File: src/hdl/iosr_pkg.sv
// iosr_pkg: types, codes and constants for the in-order segment release block.
// No dependencies; imported by every module of the block.
`default_nettype none

package iosr_pkg;

    localparam int IDX_W      = 16;
    localparam int WINDOW_DEF = 64;
    localparam int PADDR_W    = 3;
    localparam int PDATA_W    = 32;

    localparam logic [IDX_W-1:0] START_INDEX_RST = 16'd1;

    // register number, taken from paddr[2] (word address)
    localparam logic REG_START_INDEX = 1'b0;

    typedef enum logic [1:0] {
        ST_RELEASED = 2'd0,
        ST_HELD     = 2'd1,
        ST_STALE    = 2'd2,
        ST_BEYOND   = 2'd3
    } status_t;

    typedef enum logic {
        ALU_SUB = 1'b0,
        ALU_INC = 1'b1
    } alu_op_t;

    typedef enum logic [1:0] {
        S_IDLE     = 2'd0,
        S_CLASSIFY = 2'd1,
        S_REPORT   = 2'd2,
        S_RELEASE  = 2'd3
    } state_t;

    typedef struct packed {
        logic [IDX_W-1:0] idx;
        status_t          status;
        logic             last;
    } result_t;

    typedef struct packed {
        logic idle;
        logic held_lsb;
    } ctrl_status_t;

endpackage

`default_nettype wire

File: src/hdl/in_order_segment_release_top.sv
// In-order segment release: input word accepted in idle, classified in the next cycle;
// the first result word is registered once the output slot is free (out_ready may stall).
// Per item: a single result word, or n words for n released indices (n <= WINDOW);
// the release loop runs one shared adder step per result word.
// Reset: expected index 1, held map clear, start_index 1, no result pending.
`default_nettype none

module in_order_segment_release_top
    import iosr_pkg::*;
#(
    parameter int WINDOW = WINDOW_DEF
)
(
    input  logic               clk,
    input  logic               rst_n,
    input  logic               in_valid,
    output logic               in_ready,
    input  logic [IDX_W-1:0]   segment_index,
    output logic               out_valid,
    input  logic               out_ready,
    output logic [IDX_W-1:0]   released_index,
    output logic [1:0]         status,
    output logic               last,
    input  logic               psel,
    input  logic               penable,
    input  logic               pwrite,
    input  logic [PADDR_W-1:0] paddr,
    input  logic [PDATA_W-1:0] pwdata,
    output logic [PDATA_W-1:0] prdata,
    output logic               pready
);

    logic [IDX_W-1:0] start_index_reg;
    logic             cfg_load;
    logic             emit;
    logic             out_free;
    result_t          result;
    ctrl_status_t     ctrl_status;

    logic             out_valid_reg;
    result_t          out_reg;

    assign pready   = 1'b1;
    assign cfg_load = psel && penable && pwrite && pready && (paddr[2] == REG_START_INDEX);
    assign prdata   = (paddr[2] == REG_START_INDEX) ?
                      {{(PDATA_W-IDX_W){1'b0}}, start_index_reg} : '0;

    always_ff @(posedge clk or negedge rst_n)
    begin
        if (!rst_n)
        begin
            start_index_reg <= START_INDEX_RST;
        end
        else if (cfg_load)
        begin
            start_index_reg <= pwdata[IDX_W-1:0];
        end
    end

    iosr_ctrl #(
        .WINDOW (WINDOW)
    ) u_ctrl (
        .clk           (clk),
        .rst_n         (rst_n),
        .in_valid      (in_valid),
        .in_ready      (in_ready),
        .segment_index (segment_index),
        .out_free      (out_free),
        .emit          (emit),
        .result        (result),
        .cfg_load      (cfg_load),
        .cfg_value     (pwdata[IDX_W-1:0]),
        .ctrl_status   (ctrl_status)
    );

    // output register: slot free when empty or being taken this cycle
    assign out_free = !out_valid_reg || out_ready;

    always_ff @(posedge clk or negedge rst_n)
    begin
        if (!rst_n)
        begin
            out_valid_reg <= 1'b0;
        end
        else if (emit)
        begin
            out_valid_reg <= 1'b1;
        end
        else if (out_ready)
        begin
            out_valid_reg <= 1'b0;
        end
    end

    always_ff @(posedge clk)
    begin
        if (emit)
        begin
            out_reg <= result;
        end
    end

    assign out_valid      = out_valid_reg;
    assign released_index = out_reg.idx;
    assign status         = out_reg.status;
    assign last           = out_reg.last;

`ifndef SYNTHESIS
    // one word at a time: no new input straight after one is taken
    a_one_at_a_time: assert property (@(posedge clk) disable iff (!rst_n)
        (in_valid && in_ready) |=> !in_ready)
        else $error("input taken while previous word in progress");

    // anything other than a release is the sole result of its input
    a_single_last: assert property (@(posedge clk) disable iff (!rst_n)
        (out_valid && (out_reg.status != ST_RELEASED)) |-> out_reg.last)
        else $error("non-release result without last");

    // an expected index that is held must have been released before going idle
    a_idle_no_head: assert property (@(posedge clk) disable iff (!rst_n)
        ctrl_status.idle |-> !ctrl_status.held_lsb)
        else $error("expected index held while idle");

    // a release with more to follow keeps the sequencer busy
    a_release_busy: assert property (@(posedge clk) disable iff (!rst_n)
        (emit && (result.status == ST_RELEASED) && !result.last) |=> !in_ready)
        else $error("input ready in the middle of a release run");
`endif

endmodule

`default_nettype wire

File: src/hdl/iosr_alu.sv
// iosr_alu: shared 16-bit adder, used for the window offset and the index increment.
// Depends on iosr_pkg.
`default_nettype none

module iosr_alu
    import iosr_pkg::*;
(
    input  alu_op_t          op,
    input  logic [IDX_W-1:0] a,
    input  logic [IDX_W-1:0] b,
    output logic [IDX_W-1:0] res
);

    logic [IDX_W-1:0] b_mod;
    logic             cin;

    always_comb
    begin
        case (op)
            ALU_SUB:
            begin
                b_mod = ~b;
                cin   = 1'b1;
            end
            ALU_INC:
            begin
                b_mod = b;
                cin   = 1'b0;
            end
            default:
            begin
                b_mod = b;
                cin   = 1'b0;
            end
        endcase
    end

    // wraps modulo 2^16
    assign res = a + b_mod + IDX_W'(cin);

endmodule

`default_nettype wire

File: src/hdl/iosr_ctrl.sv
// iosr_ctrl: sequencer holding the expected index and held map, driving the shared adder.
// Depends on iosr_pkg and iosr_alu.
`default_nettype none

module iosr_ctrl
    import iosr_pkg::*;
#(
    parameter int WINDOW = WINDOW_DEF
)
(
    input  logic             clk,
    input  logic             rst_n,
    input  logic             in_valid,
    output logic             in_ready,
    input  logic [IDX_W-1:0] segment_index,
    input  logic             out_free,
    output logic             emit,
    output result_t          result,
    input  logic             cfg_load,
    input  logic [IDX_W-1:0] cfg_value,
    output ctrl_status_t     ctrl_status
);

    localparam int OFF_W = $clog2(WINDOW);

    state_t            state_reg, state_next;
    logic [IDX_W-1:0]  next_exp_reg, next_exp_next;
    logic [WINDOW-1:0] held_reg, held_next;
    logic [IDX_W-1:0]  idx_reg, idx_next;
    status_t           stat_reg, stat_next;

    alu_op_t           alu_op;
    logic [IDX_W-1:0]  alu_a;
    logic [IDX_W-1:0]  alu_b;
    logic [IDX_W-1:0]  alu_res;

    iosr_alu u_alu (
        .op  (alu_op),
        .a   (alu_a),
        .b   (alu_b),
        .res (alu_res)
    );

    always_ff @(posedge clk or negedge rst_n)
    begin
        if (!rst_n)
        begin
            state_reg    <= S_IDLE;
            next_exp_reg <= START_INDEX_RST;
            held_reg     <= '0;
        end
        else
        begin
            state_reg    <= state_next;
            next_exp_reg <= next_exp_next;
            held_reg     <= held_next;
        end
    end

    always_ff @(posedge clk)
    begin
        idx_reg  <= idx_next;
        stat_reg <= stat_next;
    end

    always_comb
    begin
        state_next    = state_reg;
        next_exp_next = next_exp_reg;
        held_next     = held_reg;
        idx_next      = idx_reg;
        stat_next     = stat_reg;
        in_ready      = 1'b0;
        emit          = 1'b0;
        result        = '{idx: idx_reg, status: stat_reg, last: 1'b1};
        alu_op        = ALU_SUB;
        alu_a         = idx_reg;
        alu_b         = next_exp_reg;

        case (state_reg)
            S_IDLE:
            begin
                in_ready = 1'b1;
                if (cfg_load)
                begin
                    next_exp_next = cfg_value;
                    held_next     = '0;
                end
                if (in_valid)
                begin
                    idx_next   = segment_index;
                    state_next = S_CLASSIFY;
                end
            end
            S_CLASSIFY:
            begin
                // alu_res is the offset from the expected index
                state_next = S_REPORT;
                if (alu_res[IDX_W-1])
                begin
                    stat_next = ST_STALE;
                end
                else if (alu_res >= IDX_W'(WINDOW))
                begin
                    stat_next = ST_BEYOND;
                end
                else if (held_reg[alu_res[OFF_W-1:0]])
                begin
                    stat_next = ST_STALE;
                end
                else
                begin
                    held_next = held_reg | (WINDOW'(1) << alu_res[OFF_W-1:0]);
                    stat_next = ST_HELD;
                    if (held_next[0])
                    begin
                        state_next = S_RELEASE;
                    end
                end
            end
            S_REPORT:
            begin
                if (out_free)
                begin
                    emit       = 1'b1;
                    state_next = S_IDLE;
                end
            end
            S_RELEASE:
            begin
                alu_op = ALU_INC;
                alu_a  = next_exp_reg;
                alu_b  = IDX_W'(1);
                result = '{idx: next_exp_reg, status: ST_RELEASED, last: !held_reg[1]};
                if (out_free)
                begin
                    emit          = 1'b1;
                    next_exp_next = alu_res;
                    held_next     = held_reg >> 1;
                    if (!held_reg[1])
                    begin
                        state_next = S_IDLE;
                    end
                end
            end
            default:
            begin
                state_next = S_IDLE;
            end
        endcase
    end

    assign ctrl_status = '{idle: (state_reg == S_IDLE), held_lsb: held_reg[0]};

endmodule

`default_nettype wire

File: config.mk
export PLATFORM = sky130hd
export DESIGN_NAME = in_order_segment_release_top
export DESIGN_NICKNAME = d
export VERILOG_FILES = /design/src/hdl/iosr_pkg.sv /design/src/hdl/in_order_segment_release_top.sv /design/src/hdl/iosr_alu.sv /design/src/hdl/iosr_ctrl.sv
export SDC_FILE = /design/constraint.sdc
export NUM_CORES = 1
export LEC_CHECK = 0
export BUFFER_PORTS_ARGS = -buffer_cell sky130_fd_sc_hd__buf_2
export CAP_MARGIN = 30
export CORE_UTILIZATION = 63
export DETAILED_ROUTE_END_ITERATION = 7
export HOLD_SLACK_MARGIN = 0.03
export PLACE_DENSITY = 0.89
export SYNTH_ARGS = -nofsm -noshare
export SYNTH_HDL_FRONTEND = slang
export SYNTH_SLANG_ARGS = --single-unit
File: constraint.sdc
create_clock -name clk -period 8.6 [get_ports clk]
set_input_delay 1.72 -clock clk [delete_from_list [all_inputs] [get_ports clk]]
set_output_delay 1.72 -clock clk [all_outputs]
set_load 0.05 [all_outputs]
=== After elaboration in Yosys (flattened, before gate mapping) ===
Cells that the tools add are included.

* Register bits after elaboration: 136
* Input port bits: 58
* Output and inout bits: 54
* Word-level logic and storage cells: 81

* Add/sub/neg operators: 2
* Magnitude comparators: 2
* Equal/unequal tests: 11
* Shift-type cells: 1
* Multiplexer cells: 34
* Bitwise operators: 4
* Reduce and logical (&&, ||, !) cells: 16

{| class="wikitable"
|+ Operators with widths
! cell !! number
|-
| two-way mux 64 bit || 5
|-
| one-hot mux 64 bit (3 select lines) || 1
|-
| two-way mux 16 bit || 5
|-
| bitwise OR 64 bit || 1
|-
| one-hot mux 16 bit (2 select lines) || 2
|-
| << shifter 1 x 6 -> 64 bit, first input constant || 1
|-
| two-way mux 19 bit || 1
|-
| adder 16 x 1 -> 16 bit || 1
|-
| adder 16 bit || 1
|-
| >= comparator 16 x 7 -> 1 bit, second input constant || 1
|-
| two-way mux 2 bit || 8
|-
| inequality test 2 bit, second input constant || 8
|-
| NOT 16 bit || 1
|-
| two-way mux 1 bit || 9
|-
| one-hot mux 2 bit (4 select lines) || 1
|-
| < comparator 6 x 7 -> 1 bit, second input constant || 1
|-
| binary-select mux 1 bit (select 6 bit) || 1
|-
| AND reduction 6 bit || 1
|-
| equality test 2 bit, second input constant || 2
|-
| AND reduction 4 bit || 1
|-
| nonzero test 2 bit || 2
|-
| OR reduction 2 bit || 2
|-
| logical AND 1 bit || 3
|-
| AND reduction 3 bit || 1
|-
| other kinds (8) || 10
|}

=== Longest topological paths before layout ===
* Word-level depth: 13
* Mapped depth: 21
* Gate-level depth less buffers: 14

=== Modules after synthesis ===
A second synthesis with hierarchy kept.

* Cells, all modules: 873
* Area, all modules: 8548.2 µm²

{| class="wikitable"
|+ By module, submodules not included
! module !! times used !! cells an instance !! area each (µm²) !! sequential area each (µm²)
|-
| iosr_ctrl || 1 || 665 || 6135.9 || 2593.7
|-
| in_order_segment_release_top || 1 || 93 || 1508.9 || 997.2
|-
| iosr_alu || 1 || 115 || 903.4 || 0.0
|}

=== Worst setup path after synthesis ===
No wires, ideal clock.

* Path type: register -> register
* From: register u_ctrl.state_reg[1]
* To: register u_ctrl.held_reg[13]
* Setup time: 0.074 ns
* Arrival time: 4.414 ns
* Required time: 8.526 ns
* Setup slack: 4.112 ns
* Stages on the path, launching flop included: 20
* Path buffers: 6
* Period minus slack after synthesis: 4.488 ns
* Path through: dfrtp_1 > buf_4 > inv_1 > nor2_1 > clkbuf_1 > buf_1 > clkbuf_1 > nor2_1 > ha_1 > clkbuf_1 > inv_1 > or4_1 > o21ai_1 > xor2_1 > a2111oi_1 > nand4_1 > nor4_2 > nand2_2 > buf_6 > a21oi_2

* Word-level cells in the longest chain between the ends: 12
* Elaborated cells on any way between the ends: 28
* Classes of those cells: add/sub: 2; order compare: 1; eq/ne: 7; shift: 1; mux: 11; bitwise: 3; reduce/logical: 3

{| class="wikitable"
|+ RTL lines
! item !! RTL line !! RTL
|-
| start, declared || iosr_ctrl.sv:26 || <nowiki>state_t state_reg, state_next;</nowiki>
|-
| start signal, assigned || iosr_ctrl.sv:54 || <nowiki>state_reg <= state_next;</nowiki>
|-
| parallel branches: the longest is 12 deep, another holds adder 16 bit || - ||
|-
| end signal, assigned || iosr_ctrl.sv:56 || <nowiki>held_reg <= held_next;</nowiki>
|-
| end, declared || iosr_ctrl.sv:28 || <nowiki>logic [WINDOW-1:0] held_reg, held_next;</nowiki>
|}

Several ways; the timed one is not identified. The select of a mux whose other input is x is not followed.
A chain may end at the register's enable or synchronous reset.

=== Worst setup path in the final report ===
* From: register u_ctrl.state_reg[1]
* To: register u_ctrl.held_reg[59]

Same word-level chain as after synthesis.

==> implementation parameters <==
Parameter                              Value

Clock network
  Cell at the root of the clock tree    sky130_fd_sc_hd__clkbuf_16
  Worst-skew pair later-pin latency    0.43 ns
  Number of resized instances in the post-cts repair step    0
  H-tree depth    4
  CTS Buf Count    17
  Number of buffers added to fix hold violations after cts    0
  Clk slew on worst S/H paths    ~0.06 ns
  Number of buffers added for setup after CTS    0
  TritonCTS clock tree    built
  CTS Buffer Depth    2
  Clock sink count    approximately 140

Logic synthesis
  Ys async rst share    between 70% and 80%
  Count of cell types in the netlist    68
  Number of warnings reported in the yosys synthesis log    0
  Dominant register cell in the synthesized netlist    sky130_fd_sc_hd__dfrtp_1
  Total of flip-flops plus latches after synthesis    about 140
  Number of cells produced by synthesis    roughly 860
  Number of enable-type register cells in the synthesized netlist    37
  Syn avg cell area    roughly 9.5 sq um
  Part of the Yosys area used for sequential elements    about 44%
  Netlist Area Pre-Place    about 8200 sq um

Timing
  Final Hold Fails    0
  Final cycle utilization of the critical path    65.11%
  Total negative slack    0 ns
  Relative slew margins    32.47%
  Worst Clk Skew    between 0.008 and 0.009 ns
  Shortest clock period the worst path allows after layout    approximately 5.6 ns
  Number of setup violations in the final report    0
  Number of pins with negative max-slew slack in the final report    0
  Worst path setup slack after routing    approximately 3.0 ns
  Slew @ Worst Pin    slightly above 1 ns
  Maximum achievable frequency    about 180 MHz
  Setup repair after global routing missed its margin    false

Setup path
  Critical Path AT    approximately 6 ns
  Nature of the critical path endpoint    flop
  Worst reg2reg endpoint    u_ctrl.held_reg[59]
  Worst r2r src    u_ctrl.state_reg[1]
  Critical path data required time    roughly 9.0 ns
  R2R setup slack    3.00 ns
  Path depth of the worst reg2reg path    15
  Startpoint type of the worst setup path    flop
  Critical path origin    u_ctrl.state_reg[1]
  Setup crit end    u_ctrl.held_reg[59]
  Setup CP Type    reg2reg
  Worst Path Max Fanout    41

Cells and area
  Share of post-route cells with drive strength above 1    20.65%
  Antenna fix cells    0
  Area Growth Syn to Fin    12.80%
  Max reg flops    64
  Final net count    between 900 and 1k
  Total non-filler cell area in the finished layout    around 9000 sq um

Global route
  Total routing usage reported by global routing    34.80%
  Global-route wire length before repair    approximately 35,000 microns
  Vias in the first global route    between 6k and 7k
  Number of antenna violations at the first check in global routing    0
  Grt total ovfl    0
  Maximum number of pins on one net before global-route repair    96

Detailed routing
  Mean number of vias per cell    around 6.9
  Via Count    approximately 7.5k
  WL final    22,540 microns
  WL per Instance    20.64 microns
  Number of violations reported at the end of detailed-routing iteration 0    ~1.3k
  Remaining design rule violation count    0
  Antenna-violating nets left    0
  First-pass iteration count of the detailed router    7

Placement
  Input/output buffers    76
  Placed inst area    about 8600 sq um
  Post-placement worst setup slack    approximately 3.2 ns
  Detail Placement HPWL    ~14,000 microns
  Weighted congestion reported at the end of routability-driven placement    slightly below 0.9

Die
  Die Span X    between 100 and 150 microns
  Cell row count    41
  I/O Pins    roughly 110
  Core ar.    about 13,000 sq um
  Die footprint    between 10,000 and 15,000 sq um
  Starting Density    between 60% and 70%
  Y dimension of the die    ~120 microns

Run status
  Status    finished, final reports clean

Run
  Maximum Capacitance Violations    0

Min path
  Class of the tightest hold or removal check    reg2reg

Pwr
  Total design power    roughly 4.3 mW
  Leak    slightly below 4 nW
  Sequential share of power    ~23%
  Switching share of power    51.26%
  Logic pwr share    roughly 59%
  Clock Power Share    between 10% and 20%
  VDD IR-drop max    approximately 0.00043 V
  Reported net switching power    between 2 and 2.5 mW
  Internal Dissipation    roughly 2.1 mW
  Power density over cell area    between 400 and 500 nW/um^2
[cell usage after synthesis, drive strengths merged (4+ instances only)]
library cell	count	area, sq um
nor2	70	262.8
a22o	17	148.9
nand2b	4	25.02
nor3	45	230.2
buf	37	250.2
and2	8	50.05
o21ai	33	165.2
or3	4	25.02
mux2	16	180.2
a32o	4	40.04
mux2i	16	160.2
dfrtp	97	2427
a21o	7	60.05
xnor2	10	106.4
a22oi	33	247.7
xor2	7	61.31
inv	7	26.28
a31oi	5	31.28
nand2	127	479.2
mux4	8	180.2
a222oi	18	180.2
a221oi	15	131.4
clkbuf	43	161.4
edfxtp	37	1111
a21oi	60	420.4
ha	14	175.2
nor2b	18	112.6
and3	5	31.28
o2111ai	4	35.03
nand3	47	235.2
[power by group through the flow]
| stage | Clock [mW] | Sequential [mW] | Combinational [mW] |
|---|---|---|---|
| after CTS | 0.779 | 0.971 | 2.47 |
| final | 0.778 | 0.981 | 2.56 |
| after global routing | 0.807 | 0.996 | 2.68 |
| after detailed placement | 0 | 0.980 | 2.43 |
| after global placement | 0 | 0.975 | 2.38 |
| after floorplan | 0 | 1.03 | 1.76 |
[how the worst min path moves through the flow]
stage | end | cells past startpoint | slack (ns) | from
3_5_place_dp | start_index_reg[6] | 1 | 0.48 | start_index_reg[6]
4_1_cts | start_index_reg[6] | 1 | 0.50 | start_index_reg[6]
6_report | start_index_reg[11] | 1 | 0.50 | start_index_reg[11]
5_1_grt | start_index_reg[11] | 1 | 0.52 | start_index_reg[11]
3_3_place_gp | start_index_reg[5] | 1 | 0.48 | start_index_reg[5]
2_1_floorplan | u_ctrl.held_reg[63] | 2 | 0.47 | u_ctrl.held_reg[63]
[routing by layer]
| metal | GRT usage, % | vias up | share of wire, % |
|---|---|---|---|
| met5 | 0 | - | 0 |
| met4 | 15.38 | 0 | 3.5 |
| met3 | 10.04 | 109 | 12 |
| met2 | 51.87 | 575 | 45 |
| met1 | 47.42 | 3566 | 40 |
| li1 | - | 3265 | - |
[area by class of cell]
cell class | count | area [sq um]
Clock buffer | 21 | 450.4
Fill cell | 904 | 3392
Inverter | 7 | 26.28
Multi-Input combinational cell | 653 | 4238
Sequential cell | 136 | 3591
Tap cell | 172 | 215.2
Clock inverter | 11 | 171.4
Timing Repair Buffer | 92 | 535.5
[worst max-delay path, stage by stage, from the launching register on]
cell	delay [ns]
sky130_fd_sc_hd__dfrtp_1	0.63
sky130_fd_sc_hd__inv_1	0.25
sky130_fd_sc_hd__nor2_4	0.77
sky130_fd_sc_hd__nor2_1	0.12
sky130_fd_sc_hd__ha_1	0.46
sky130_fd_sc_hd__inv_1	0.13
sky130_fd_sc_hd__or4_1	0.59
sky130_fd_sc_hd__o21ai_1	0.29
sky130_fd_sc_hd__xor2_1	0.14
sky130_fd_sc_hd__a2111oi_1	0.52
sky130_fd_sc_hd__nand4_1	0.28
sky130_fd_sc_hd__nor4_4	0.20
sky130_fd_sc_hd__buf_4	0.41
sky130_fd_sc_hd__nand2_2	0.28
sky130_fd_sc_hd__buf_12	0.27
sky130_fd_sc_hd__a21oi_2	0.14
[logic make-up after synthesis]
family / synth area share, %
mux: 6.363
other cells: 0.09181
xor+xnor: 2.050
fa+ha+maj: 2.386
flops: 43.90
compound gates: 21.15
simple gates: 18.71
buf+inv: 5.353
[cell usage in the layout (no fill, tap or decap), types with 5 or more instances in the layout]
cell type	n
sky130_fd_sc_hd__nand3_1	47
sky130_fd_sc_hd__o21ai_0	31
sky130_fd_sc_hd__mux2i_1	16
sky130_fd_sc_hd__a31oi_1	5
sky130_fd_sc_hd__a21o_1	6
sky130_fd_sc_hd__mux4_2	8
sky130_fd_sc_hd__ha_1	14
sky130_fd_sc_hd__nor3_1	43
sky130_fd_sc_hd__and3_1	5
sky130_fd_sc_hd__edfxtp_1	37
sky130_fd_sc_hd__nand2_1	126
sky130_fd_sc_hd__a22oi_1	33
sky130_fd_sc_hd__a222oi_1	18
sky130_fd_sc_hd__conb_1	17
sky130_fd_sc_hd__a21oi_1	28
sky130_fd_sc_hd__nor2_1	68
sky130_fd_sc_hd__nor2b_1	18
sky130_fd_sc_hd__xor2_1	7
sky130_fd_sc_hd__and2_1	7
sky130_fd_sc_hd__clkbuf_16	17
sky130_fd_sc_hd__buf_2	75
sky130_fd_sc_hd__xnor2_1	9
sky130_fd_sc_hd__buf_4	14
sky130_fd_sc_hd__a22o_1	17
sky130_fd_sc_hd__mux2_2	16
sky130_fd_sc_hd__a221oi_1	15
sky130_fd_sc_hd__a21oi_2	32
sky130_fd_sc_hd__dfrtp_1	97
sky130_fd_sc_hd__inv_1	7
[per-stage QoR]
step                      utilization (%)  cells  hold slack, ns
after floorplan                         -    876          0.4700
after CTS                           73.12   1092          0.4977
final                               73.12   1092          0.4975
after global routing                73.12   1092          0.5152
after global placement              67.76   1057          0.4792
after detailed placement            68.19   1060          0.4848
Power figures use the tool's default switching activity.
